<file path="src/hw/rtl/dq_pkg.sv">
// Shared types and constants for the double-ended queue core.
// Used by dq_front, dq_cmdq, dq_back and double_ended_queue_core.
`default_nettype none

package dq_pkg;

	// Default number of ring entries.
	localparam int DQ_DEPTH = 32;

	// Command queue between the front and back parts; a power of two.
	localparam int CMDQ_DEPTH = 2;
	localparam int CMDQ_AW = $clog2(CMDQ_DEPTH);

	// Raw command codes on the input channel.
	localparam logic [2:0] KIND_PUSH_FRONT = 3'd0;
	localparam logic [2:0] KIND_PUSH_BACK = 3'd1;
	localparam logic [2:0] KIND_POP_FRONT = 3'd2;
	localparam logic [2:0] KIND_POP_BACK = 3'd3;
	localparam logic [2:0] KIND_LIST = 3'd4;

	// Result status codes.
	localparam logic [1:0] ST_OK = 2'd0;
	localparam logic [1:0] ST_FULL = 2'd1;
	localparam logic [1:0] ST_EMPTY = 2'd2;
	localparam logic [1:0] ST_LIST_EMPTY = 2'd3;

	typedef enum logic [2:0] {
		OP_PUSH_FRONT = 3'd0,
		OP_PUSH_BACK = 3'd1,
		OP_POP_FRONT = 3'd2,
		OP_POP_BACK = 3'd3,
		OP_LIST = 3'd4
	} dq_op_t;

	typedef struct packed {
		logic [2:0] kind;
		logic signed [31:0] value;
	} dq_in_t;

	typedef struct packed {
		logic [1:0] status;
		logic signed [31:0] element;
		logic last;
	} dq_out_t;

	// Classified command as it travels from the front to the back.
	typedef struct packed {
		dq_op_t op;
		logic signed [31:0] value;
	} dq_cmd_t;

endpackage

`default_nettype wire

</file>
<file path="src/hw/rtl/dq_front.sv">
// Front part: accepts input transactions, decodes the command kind and
// drops codes without meaning. Depends on dq_pkg.
`default_nettype none

module dq_front (
	input  wire logic            clk,
	input  wire logic            arst_n,
	input  wire logic            in_valid,
	output logic                 in_stall,
	input  wire dq_pkg::dq_in_t  in_data,
	output logic                 fwd_valid,
	output dq_pkg::dq_cmd_t      fwd_cmd,
	input  wire logic            q_full
);

	logic            valid_s1;
	dq_pkg::dq_cmd_t cmd_s1;
	logic            accept;
	logic            known;
	dq_pkg::dq_op_t  op_dec;

	always_comb begin
		known = 1'b1;
		case (in_data.kind)
			dq_pkg::KIND_PUSH_FRONT: op_dec = dq_pkg::OP_PUSH_FRONT;
			dq_pkg::KIND_PUSH_BACK:  op_dec = dq_pkg::OP_PUSH_BACK;
			dq_pkg::KIND_POP_FRONT:  op_dec = dq_pkg::OP_POP_FRONT;
			dq_pkg::KIND_POP_BACK:   op_dec = dq_pkg::OP_POP_BACK;
			dq_pkg::KIND_LIST:       op_dec = dq_pkg::OP_LIST;
			default: begin
				op_dec = dq_pkg::OP_LIST;
				known = 1'b0;
			end
		endcase
	end

	assign in_stall = valid_s1 && q_full;
	assign accept = in_valid && !in_stall;
	assign fwd_valid = valid_s1 && !q_full;
	assign fwd_cmd = cmd_s1;

	// Unknown kinds are taken and silently discarded here.
	always_ff @(posedge clk or negedge arst_n) begin
		if (!arst_n) begin
			valid_s1 <= 1'b0;
		end else if (accept) begin
			valid_s1 <= known;
		end else if (fwd_valid) begin
			valid_s1 <= 1'b0;
		end
	end

	always_ff @(posedge clk) begin
		if (accept) begin
			cmd_s1.op <= op_dec;
			cmd_s1.value <= in_data.value;
		end
	end

endmodule

`default_nettype wire

</file>
<file path="src/hw/rtl/dq_cmdq.sv">
// Short command queue that decouples the front and back parts.
// Depends on dq_pkg for its depth and the command type.
`default_nettype none

module dq_cmdq (
	input  wire logic             clk,
	input  wire logic             arst_n,
	input  wire logic             push,
	input  wire dq_pkg::dq_cmd_t  push_cmd,
	output logic                  full,
	output logic                  valid,
	output dq_pkg::dq_cmd_t       head,
	input  wire logic             pop
);

	dq_pkg::dq_cmd_t                entries_q [dq_pkg::CMDQ_DEPTH];
	logic [dq_pkg::CMDQ_AW-1:0]     wr_ptr_q;
	logic [dq_pkg::CMDQ_AW-1:0]     rd_ptr_q;
	logic [dq_pkg::CMDQ_AW:0]       fill_q;

	assign full = fill_q == (dq_pkg::CMDQ_AW + 1)'(dq_pkg::CMDQ_DEPTH);
	assign valid = fill_q != '0;
	assign head = entries_q[rd_ptr_q];

	always_ff @(posedge clk or negedge arst_n) begin
		if (!arst_n) begin
			wr_ptr_q <= '0;
			rd_ptr_q <= '0;
			fill_q <= '0;
		end else begin
			if (push) begin
				wr_ptr_q <= wr_ptr_q + 1'b1;
			end
			if (pop) begin
				rd_ptr_q <= rd_ptr_q + 1'b1;
			end
			if (push && !pop) begin
				fill_q <= fill_q + 1'b1;
			end else if (pop && !push) begin
				fill_q <= fill_q - 1'b1;
			end
		end
	end

	always_ff @(posedge clk) begin
		if (push) begin
			entries_q[wr_ptr_q] <= push_cmd;
		end
	end

endmodule

`default_nettype wire

</file>
<file path="src/hw/rtl/dq_back.sv">
// Back part: holds the ring store and its front index and count, executes
// commands and drives the result register. Depends on dq_pkg.
`default_nettype none

module dq_back #(
	parameter int DEPTH = dq_pkg::DQ_DEPTH
) (
	input  wire logic             clk,
	input  wire logic             arst_n,
	input  wire logic             q_valid,
	input  wire dq_pkg::dq_cmd_t  q_head,
	output logic                  q_pop,
	output logic                  res_valid,
	input  wire logic             res_stall,
	output dq_pkg::dq_out_t       res_data
);

	localparam int AW = (DEPTH > 1) ? $clog2(DEPTH) : 1;
	localparam int CW = $clog2(DEPTH + 1);

	logic signed [31:0] mem [DEPTH];

	logic [AW-1:0]      front_q;
	logic [CW-1:0]      count_q;
	logic               list_q;
	logic [AW-1:0]      rp_q;
	logic [CW-1:0]      rem_q;
	logic               rd_valid_s1;
	logic               rd_last_s1;
	logic signed [31:0] rdata_s1;
	logic               res_valid_q;
	dq_pkg::dq_out_t    res_q;

	logic               out_free;
	logic               take;
	logic               issue;
	logic               is_full;
	logic               is_empty;
	logic [AW-1:0]      front_dec;
	logic [AW-1:0]      front_inc;
	logic [AW-1:0]      rp_inc;
	logic [AW:0]        back_sum;
	logic [AW-1:0]      back_addr;
	logic               mem_we;
	logic [AW-1:0]      mem_waddr;
	logic               res_set;
	logic [1:0]         res_status;

	assign out_free = !res_valid_q || !res_stall;
	assign take = q_valid && !list_q && !rd_valid_s1 && out_free;
	assign issue = list_q && (!rd_valid_s1 || out_free);
	assign q_pop = take;

	assign is_full = count_q == CW'(DEPTH);
	assign is_empty = count_q == '0;

	assign front_dec = (front_q == '0) ? AW'(DEPTH - 1) : front_q - 1'b1;
	assign front_inc = (front_q == AW'(DEPTH - 1)) ? '0 : front_q + 1'b1;
	assign rp_inc = (rp_q == AW'(DEPTH - 1)) ? '0 : rp_q + 1'b1;

	// The back slot lies front + count places on; the sum stays below 2 * DEPTH.
	assign back_sum = (AW + 1)'(front_q) + (AW + 1)'(count_q);
	assign back_addr = (back_sum >= (AW + 1)'(DEPTH)) ?
		AW'(back_sum - (AW + 1)'(DEPTH)) : AW'(back_sum);

	always_comb begin
		mem_we = 1'b0;
		mem_waddr = back_addr;
		if (take && !is_full) begin
			case (q_head.op)
				dq_pkg::OP_PUSH_FRONT: begin
					mem_we = 1'b1;
					mem_waddr = front_dec;
				end
				dq_pkg::OP_PUSH_BACK: begin
					mem_we = 1'b1;
				end
				default: begin
					mem_we = 1'b0;
				end
			endcase
		end
	end

	// A push, a pop or an empty list answers with one status transaction.
	always_comb begin
		res_set = 1'b0;
		res_status = dq_pkg::ST_OK;
		if (take) begin
			res_set = 1'b1;
			case (q_head.op)
				dq_pkg::OP_PUSH_FRONT, dq_pkg::OP_PUSH_BACK: begin
					if (is_full) begin
						res_status = dq_pkg::ST_FULL;
					end
				end
				dq_pkg::OP_POP_FRONT, dq_pkg::OP_POP_BACK: begin
					if (is_empty) begin
						res_status = dq_pkg::ST_EMPTY;
					end
				end
				dq_pkg::OP_LIST: begin
					if (is_empty) begin
						res_status = dq_pkg::ST_LIST_EMPTY;
					end else begin
						// Elements follow one per cycle from the read stage while res_stall is low.
						res_set = 1'b0;
					end
				end
				default: begin
					res_set = 1'b0;
				end
			endcase
		end
	end

	// Read data only advances on an issue, so it holds while the result stalls.
	always_ff @(posedge clk) begin
		if (mem_we) begin
			mem[mem_waddr] <= q_head.value;
		end
		if (issue) begin
			rdata_s1 <= mem[rp_q];
		end
	end

	always_ff @(posedge clk or negedge arst_n) begin
		if (!arst_n) begin
			front_q <= '0;
			count_q <= '0;
			list_q <= 1'b0;
			rp_q <= '0;
			rem_q <= '0;
			rd_valid_s1 <= 1'b0;
			rd_last_s1 <= 1'b0;
			res_valid_q <= 1'b0;
			res_q <= '0;
		end else begin
			if (issue) begin
				rp_q <= rp_inc;
				rem_q <= rem_q - 1'b1;
				rd_valid_s1 <= 1'b1;
				rd_last_s1 <= rem_q == CW'(1);
				if (rem_q == CW'(1)) begin
					list_q <= 1'b0;
				end
			end else if (out_free) begin
				rd_valid_s1 <= 1'b0;
			end

			if (rd_valid_s1 && out_free) begin
				res_valid_q <= 1'b1;
				res_q.status <= dq_pkg::ST_OK;
				res_q.element <= rdata_s1;
				res_q.last <= rd_last_s1;
			end else if (res_set) begin
				res_valid_q <= 1'b1;
				res_q.status <= res_status;
				res_q.element <= '0;
				res_q.last <= 1'b1;
			end else if (!res_stall) begin
				res_valid_q <= 1'b0;
			end

			if (take) begin
				case (q_head.op)
					dq_pkg::OP_PUSH_FRONT: begin
						if (!is_full) begin
							front_q <= front_dec;
							count_q <= count_q + 1'b1;
						end
					end
					dq_pkg::OP_PUSH_BACK: begin
						if (!is_full) begin
							count_q <= count_q + 1'b1;
						end
					end
					dq_pkg::OP_POP_FRONT: begin
						if (!is_empty) begin
							front_q <= front_inc;
							count_q <= count_q - 1'b1;
						end
					end
					dq_pkg::OP_POP_BACK: begin
						if (!is_empty) begin
							count_q <= count_q - 1'b1;
						end
					end
					dq_pkg::OP_LIST: begin
						if (!is_empty) begin
							list_q <= 1'b1;
							rp_q <= front_q;
							rem_q <= count_q;
						end
					end
					default: begin
					end
				endcase
			end
		end
	end

	assign res_valid = res_valid_q;
	assign res_data = res_q;

	a_count_bound: assert property (@(posedge clk) disable iff (!arst_n)
		count_q <= CW'(DEPTH))
		else $error("element count exceeds ring depth");

	a_read_hold: assert property (@(posedge clk) disable iff (!arst_n)
		rd_valid_s1 && !out_free |=> rd_valid_s1 && $stable(rdata_s1))
		else $error("read stage lost an element under stall");

	a_last_out: assert property (@(posedge clk) disable iff (!arst_n)
		rd_valid_s1 && rd_last_s1 && out_free |=> res_valid_q && res_q.last)
		else $error("final listed element not marked last");

	a_list_frozen: assert property (@(posedge clk) disable iff (!arst_n)
		list_q |=> $stable(count_q) && $stable(front_q))
		else $error("ring state changed during a listing");

endmodule

`default_nettype wire

</file>
<file path="src/hw/rtl/double_ended_queue_core.sv">
// Double-ended queue core: a ring store of DEPTH signed 32-bit words.
// Commands enter on cmd (push front/back, pop front/back, list all).
// Every push and pop yields one result transaction with a status and
// last set. A list yields one result per stored element, front to back,
// with last on the final one, or a single list-empty status.
// Unknown command kinds are accepted and dropped without a result.
// Results come from the result register; listed elements pass the read stage
// first, then follow one per cycle while res_stall is low. Throughput: one push
// or pop per cycle while res_stall is low; a list holds the executing part
// until its last element is read, set by the single read port of the ring
// store and its read stage. A two-entry command queue between the decoding
// part and the executing part lets commands keep arriving meanwhile.
// When res_stall is high the result register holds its transaction and
// the command queue fills, after which cmd_stall rises.
// Reset (arst_n low) empties the queue; store contents are not cleared.
// Depends on dq_pkg, dq_front, dq_cmdq and dq_back.
`default_nettype none

module double_ended_queue_core #(
	parameter int DEPTH = dq_pkg::DQ_DEPTH
) (
	input  wire logic            clk,
	input  wire logic            arst_n,
	input  wire logic            cmd_valid,
	output logic                 cmd_stall,
	input  wire dq_pkg::dq_in_t  cmd,
	output logic                 res_valid,
	input  wire logic            res_stall,
	output dq_pkg::dq_out_t      res
);

	logic            fwd_valid;
	dq_pkg::dq_cmd_t fwd_cmd;
	logic            q_full;
	logic            q_valid;
	dq_pkg::dq_cmd_t q_head;
	logic            q_pop;

	dq_front u_front (
		.clk       (clk),
		.arst_n    (arst_n),
		.in_valid  (cmd_valid),
		.in_stall  (cmd_stall),
		.in_data   (cmd),
		.fwd_valid (fwd_valid),
		.fwd_cmd   (fwd_cmd),
		.q_full    (q_full)
	);

	dq_cmdq u_cmdq (
		.clk      (clk),
		.arst_n   (arst_n),
		.push     (fwd_valid),
		.push_cmd (fwd_cmd),
		.full     (q_full),
		.valid    (q_valid),
		.head     (q_head),
		.pop      (q_pop)
	);

	dq_back #(
		.DEPTH (DEPTH)
	) u_back (
		.clk       (clk),
		.arst_n    (arst_n),
		.q_valid   (q_valid),
		.q_head    (q_head),
		.q_pop     (q_pop),
		.res_valid (res_valid),
		.res_stall (res_stall),
		.res_data  (res)
	);

endmodule

`default_nettype wire
</file>
<file path="config.mk">
export PLATFORM = sky130hd
export DESIGN_NAME = double_ended_queue_core
export DESIGN_NICKNAME = d
export VERILOG_FILES = /design/src/hw/rtl/dq_pkg.sv /design/src/hw/rtl/dq_front.sv /design/src/hw/rtl/dq_cmdq.sv /design/src/hw/rtl/dq_back.sv /design/src/hw/rtl/double_ended_queue_core.sv
export SDC_FILE = /design/constraint.sdc
export NUM_CORES = 1
export LEC_CHECK = 0
export ABC_AREA = 1
export BUFFER_PORTS_ARGS = -buffer_cell sky130_fd_sc_hd__buf_2
export CORE_UTILIZATION = 51
export CTS_CLUSTER_SIZE = 20
export DETAILED_ROUTE_END_ITERATION = 16
export MAX_ROUTING_LAYER = met4
export PLACE_DENSITY = 0.67
export SLEW_MARGIN = 15
export SYNTH_ARGS = -nofsm -noshare
export SYNTH_HDL_FRONTEND = slang
export SYNTH_SLANG_ARGS = --single-unit
</file>
<file path="constraint.sdc">
create_clock -name clk -period 5.8 [get_ports clk]
set_input_delay 0.29 -clock clk [delete_from_list [all_inputs] [get_ports clk]]
set_output_delay 0.29 -clock clk [all_outputs]
set_load 0.02 [all_outputs]
</file>
==> results.py <==
metrics = {
    "layout": {
        "fin_area_um2": 55200,
        "nNetsFinal": 4024,
        "multiInputGateArea_um2": 11200,
        "area_growth_pct": 12.8,
        "fillers": 7484,
        "regArea_um2": 36500,
        "drive_above_1_share_pct": 10.7,
        "final_cell_count_no_fill": 5336,
    },
    "routing": {
        "wl_mm": 127,
        "postRouteAntennaNets": 0,
        "wire_per_inst_um": 23.8,
        "firstDrtPassIters": 5,
        "drc": 0,
        "viasPerCell": 5.82,
        "drt_iter0_drc": 3657,
        "routed-via-count": 31100,
    },
    "power_and_ir_drop": {
        "peakVddDrop_mv": 0.516,
        "p_per_area_nw_per_um2": 548,
        "cellLeakagePower_nw": 19.2,
        "finalPower_mw": 30.3,
    },
    "sta": {
        "clock_skew_ns": 0.0341,
        "final_hold_viol_count": 0,
        "tns_ns": 0,
        "timing.final.crit_period_ns": 4.18,
        "timing.final.crit_share_pct": 72.1,
        "rsz0062_at_grt": "no",
        "setup_viol": 0,
        "hold_ws_ns": 0.233,
        "worst_pin_slew_ns": 1.20,
        "fmax_ghz": 0.239,
        "slew_violations": 0,
        "slew_headroom_pct": 19.7,
    },
    "worst_hold_path": {
        "hp-class": "in -> async",
    },
    "setup_path": {
        "critPathLaunchType": "flop",
        "cp_max_fo": 39,
        "crit_type": "reg -> reg",
        "crit_required_ns": 6.22,
        "critPathCaptureType": "flop",
        "cp.arrival_ns": 4.60,
    },
    "yosys": {
        "synthSimpleGateAreaFrac_pct": 13.1,
        "synth_top_flop_cell": "edfxtp_1",
        "synth_xor_xnor_area_share_pct": 0.358,
        "synth_fp_nets": 3949,
        "synth_compound_area_share_pct": 8.39,
        "yosys-top-cells-count": "edfxtp_1 (1161), nor2_1 (613), nand2_1 (604), o21ai_0 (468), nand3_1 (268)",
        "syn_area_um2": 49000,
        "ys_warn_count": 0,
        "synth_area_leaders": "edfxtp_1 (71%), o21ai_0 (4.8%), nor2_1 (4.7%)",
        "synthAdderAreaFrac_pct": 0.491,
        "synth_cell_types": 36,
        "synth_edf_count": 1161,
        "syn_avg_cell_area_um2": 12.6,
        "ys_seq_area_share_pct": 74.6,
        "syn_inst": 3892,
        "synth_top_cell_by_area": "edfxtp_1",
        "ys_ff_latch": 1227,
        "synth_top_family_by_area": "simple AND/OR/NAND/NOR gates",
        "synth.most_common_cell": "edfxtp_1",
        "synth-async-reset-ratio_pct": 5.38,
        "yosysTopAreaCellShare_pct": 71.2,
        "muxShareOfSynthArea_pct": 0,
    },
    "clock_network": {
        "clock_latency_ns": 0.71,
        "h-tree-depth": 3,
        "cts_tree": "done",
        "cts-buffers-inserted": 119,
        "cts_resized": 0,
        "clock_sinks": 1227,
        "cts_root_buf": "clkbuf_16",
        "clk_pin_slew_ns": 0.07,
        "clock_path_buffers": 3,
    },
    "run": {
        "maxCapViolCount": 0,
    },
    "grt": {
        "grt_pass1_wl_mm": 188,
        "grt_max_degree": 193,
        "overflow": 0,
        "antenna_found_initial": 3,
        "grt_use_total_pct": 26.7,
        "grt_pass1_vias": 29700,
    },
    "floorplan": {
        "fp-row-count": 113,
        "ios": 76,
        "die_x_um": 312,
        "die_h_um": 312,
        "coreArea_um2": 95000,
        "die-area_um2": 97200,
        "start_util_pct": 51.5,
    },
    "outcome": {
        "status": "finished, final reports clean",
    },
    "place": {
        "numPortBuffers": 75,
        "dp.cells": 5064,
        "gp_congestion": 0.906,
        "placed_area_um2": 50800,
        "hpwlAfterDp_mm": 73.5,
    },
}
## critical path: stages (launching register included)
cell      delay (ns)
dfrtp_1         0.36
buf_4           0.25
inv_2           0.59
nand2_1         0.14
nand2_2         0.17
nand2_2         0.13
nor2_8          0.20
nand3b_1        0.11
nand2_2         0.09
nand3_2         0.43
nor2_4          1.05
buf_4           0.30
## cell families (layout without fill, tap and decap cells)
kind of cell	count (synthesis)	in the layout
DFF	1227	1227
other	0	1
adders and majority gates	18	18
xor gates and xnor gates	20	20
and+or+nand+nor	1546	1546
buffers and inverters	340	518
AOI/OAI and AO/OA	741	741
## layout make-up
cell class	count	area share (%)
flip-flops and latches	1227	66.1
multi-input cells	2325	20.3
clock buffers	139	5.64
repair buffers	187	2.97
well taps	1265	2.87
clock inverters	85	1.34
inverters	107	0.745
diodes	1	0.00453
## sequential cells by signal, summed over array words and instances (netlist names), 5 cells and up
| name | count |
|---|---|
| u_back.mem | 1024 |
| u_cmdq.entries_q | 70 |
| u_back.res_data | 35 |
| u_front.fwd_cmd | 35 |
| u_back.rdata_s1 | 32 |
| u_back.count_q | 6 |
| u_back.rem_q | 6 |
| u_back.front_q | 5 |
| u_back.rp_q | 5 |
## what timing repair did
item	4_1_cts	5_1_grt
setup buffers	0	0
hold buffers	39	0
hold endpoints to repair	103	0
## metrics by stage
stage	util [%]	setup WS, ns
CTS	57.9	1.58
global placement	53.4	1.62
detailed placement	53.5	1.56
finish	58.1	1.62
floorplan	-	2.27
global route	58.1	1.29
## power breakdown
part | switching, mW | leakage [nW] | internal (mW) | total, mW
Clock | 3.29 | 1.88 | 4.36 | 7.65
Sequential | 0.357 | 11.3 | 11.6 | 11.9
Combinational | 8.20 | 6.01 | 2.50 | 10.7
## cells in the final DEF (no fill, tap or decap), types with 8 or more instances in the layout
cell type	synthesis	layout
o21ai_0	468	468
clkbuf_1	114	17
or2_2	25	25
ha_1	16	16
o21ai_1	10	10
buf_16	0	8
clkinv_2	0	24
nor2_1	613	578
dlygate4sd3_1	0	39
buf_4	4	53
nand2_1	604	592
a21oi_1	70	70
nand2_2	8	20
edfxtp_1	1161	1161
buf_2	71	74
dfrtp_1	66	62
nand3_1	268	268
inv_1	101	98
nor2_4	0	35
nand3_2	10	10
xor2_1	15	15
o22ai_1	69	69
bufinv_16	0	12
clkbuf_16	0	122
o211ai_1	120	120
buf_12	0	13
clkinv_1	1	34
## per-layer routing
metal	wire (um)	part of all wire, %	vias up	GRT usage, %
met2	61400	48	1427	42.4
met1	50000	39	15300	35.1
met3	9790	7.7	249	2.99
met5	0	0	-	-
li1	-	-	14100	-
met4	5590	4.4	0	11.5
## worst paths after layout
check                                    start                       to  slack (ns)  cells after the start
min reg2reg                u_front.fwd_cmd[16]  u_cmdq.entries_q[1][16]        0.44                      0
max in group asynchronous               arst_n           u_back.rp_q[1]        4.97                      2
min                                     arst_n            u_back.list_q        0.23                      2
max                            u_cmdq.rd_ptr_q        u_back.mem[4][17]        1.62                     11
min in group clk                        cmd[4]       u_front.fwd_cmd[4]        0.31                      2
max reg2reg                    u_cmdq.rd_ptr_q        u_back.mem[4][17]        1.62                     11
Note: power is estimated with default switching activity, not from simulation.
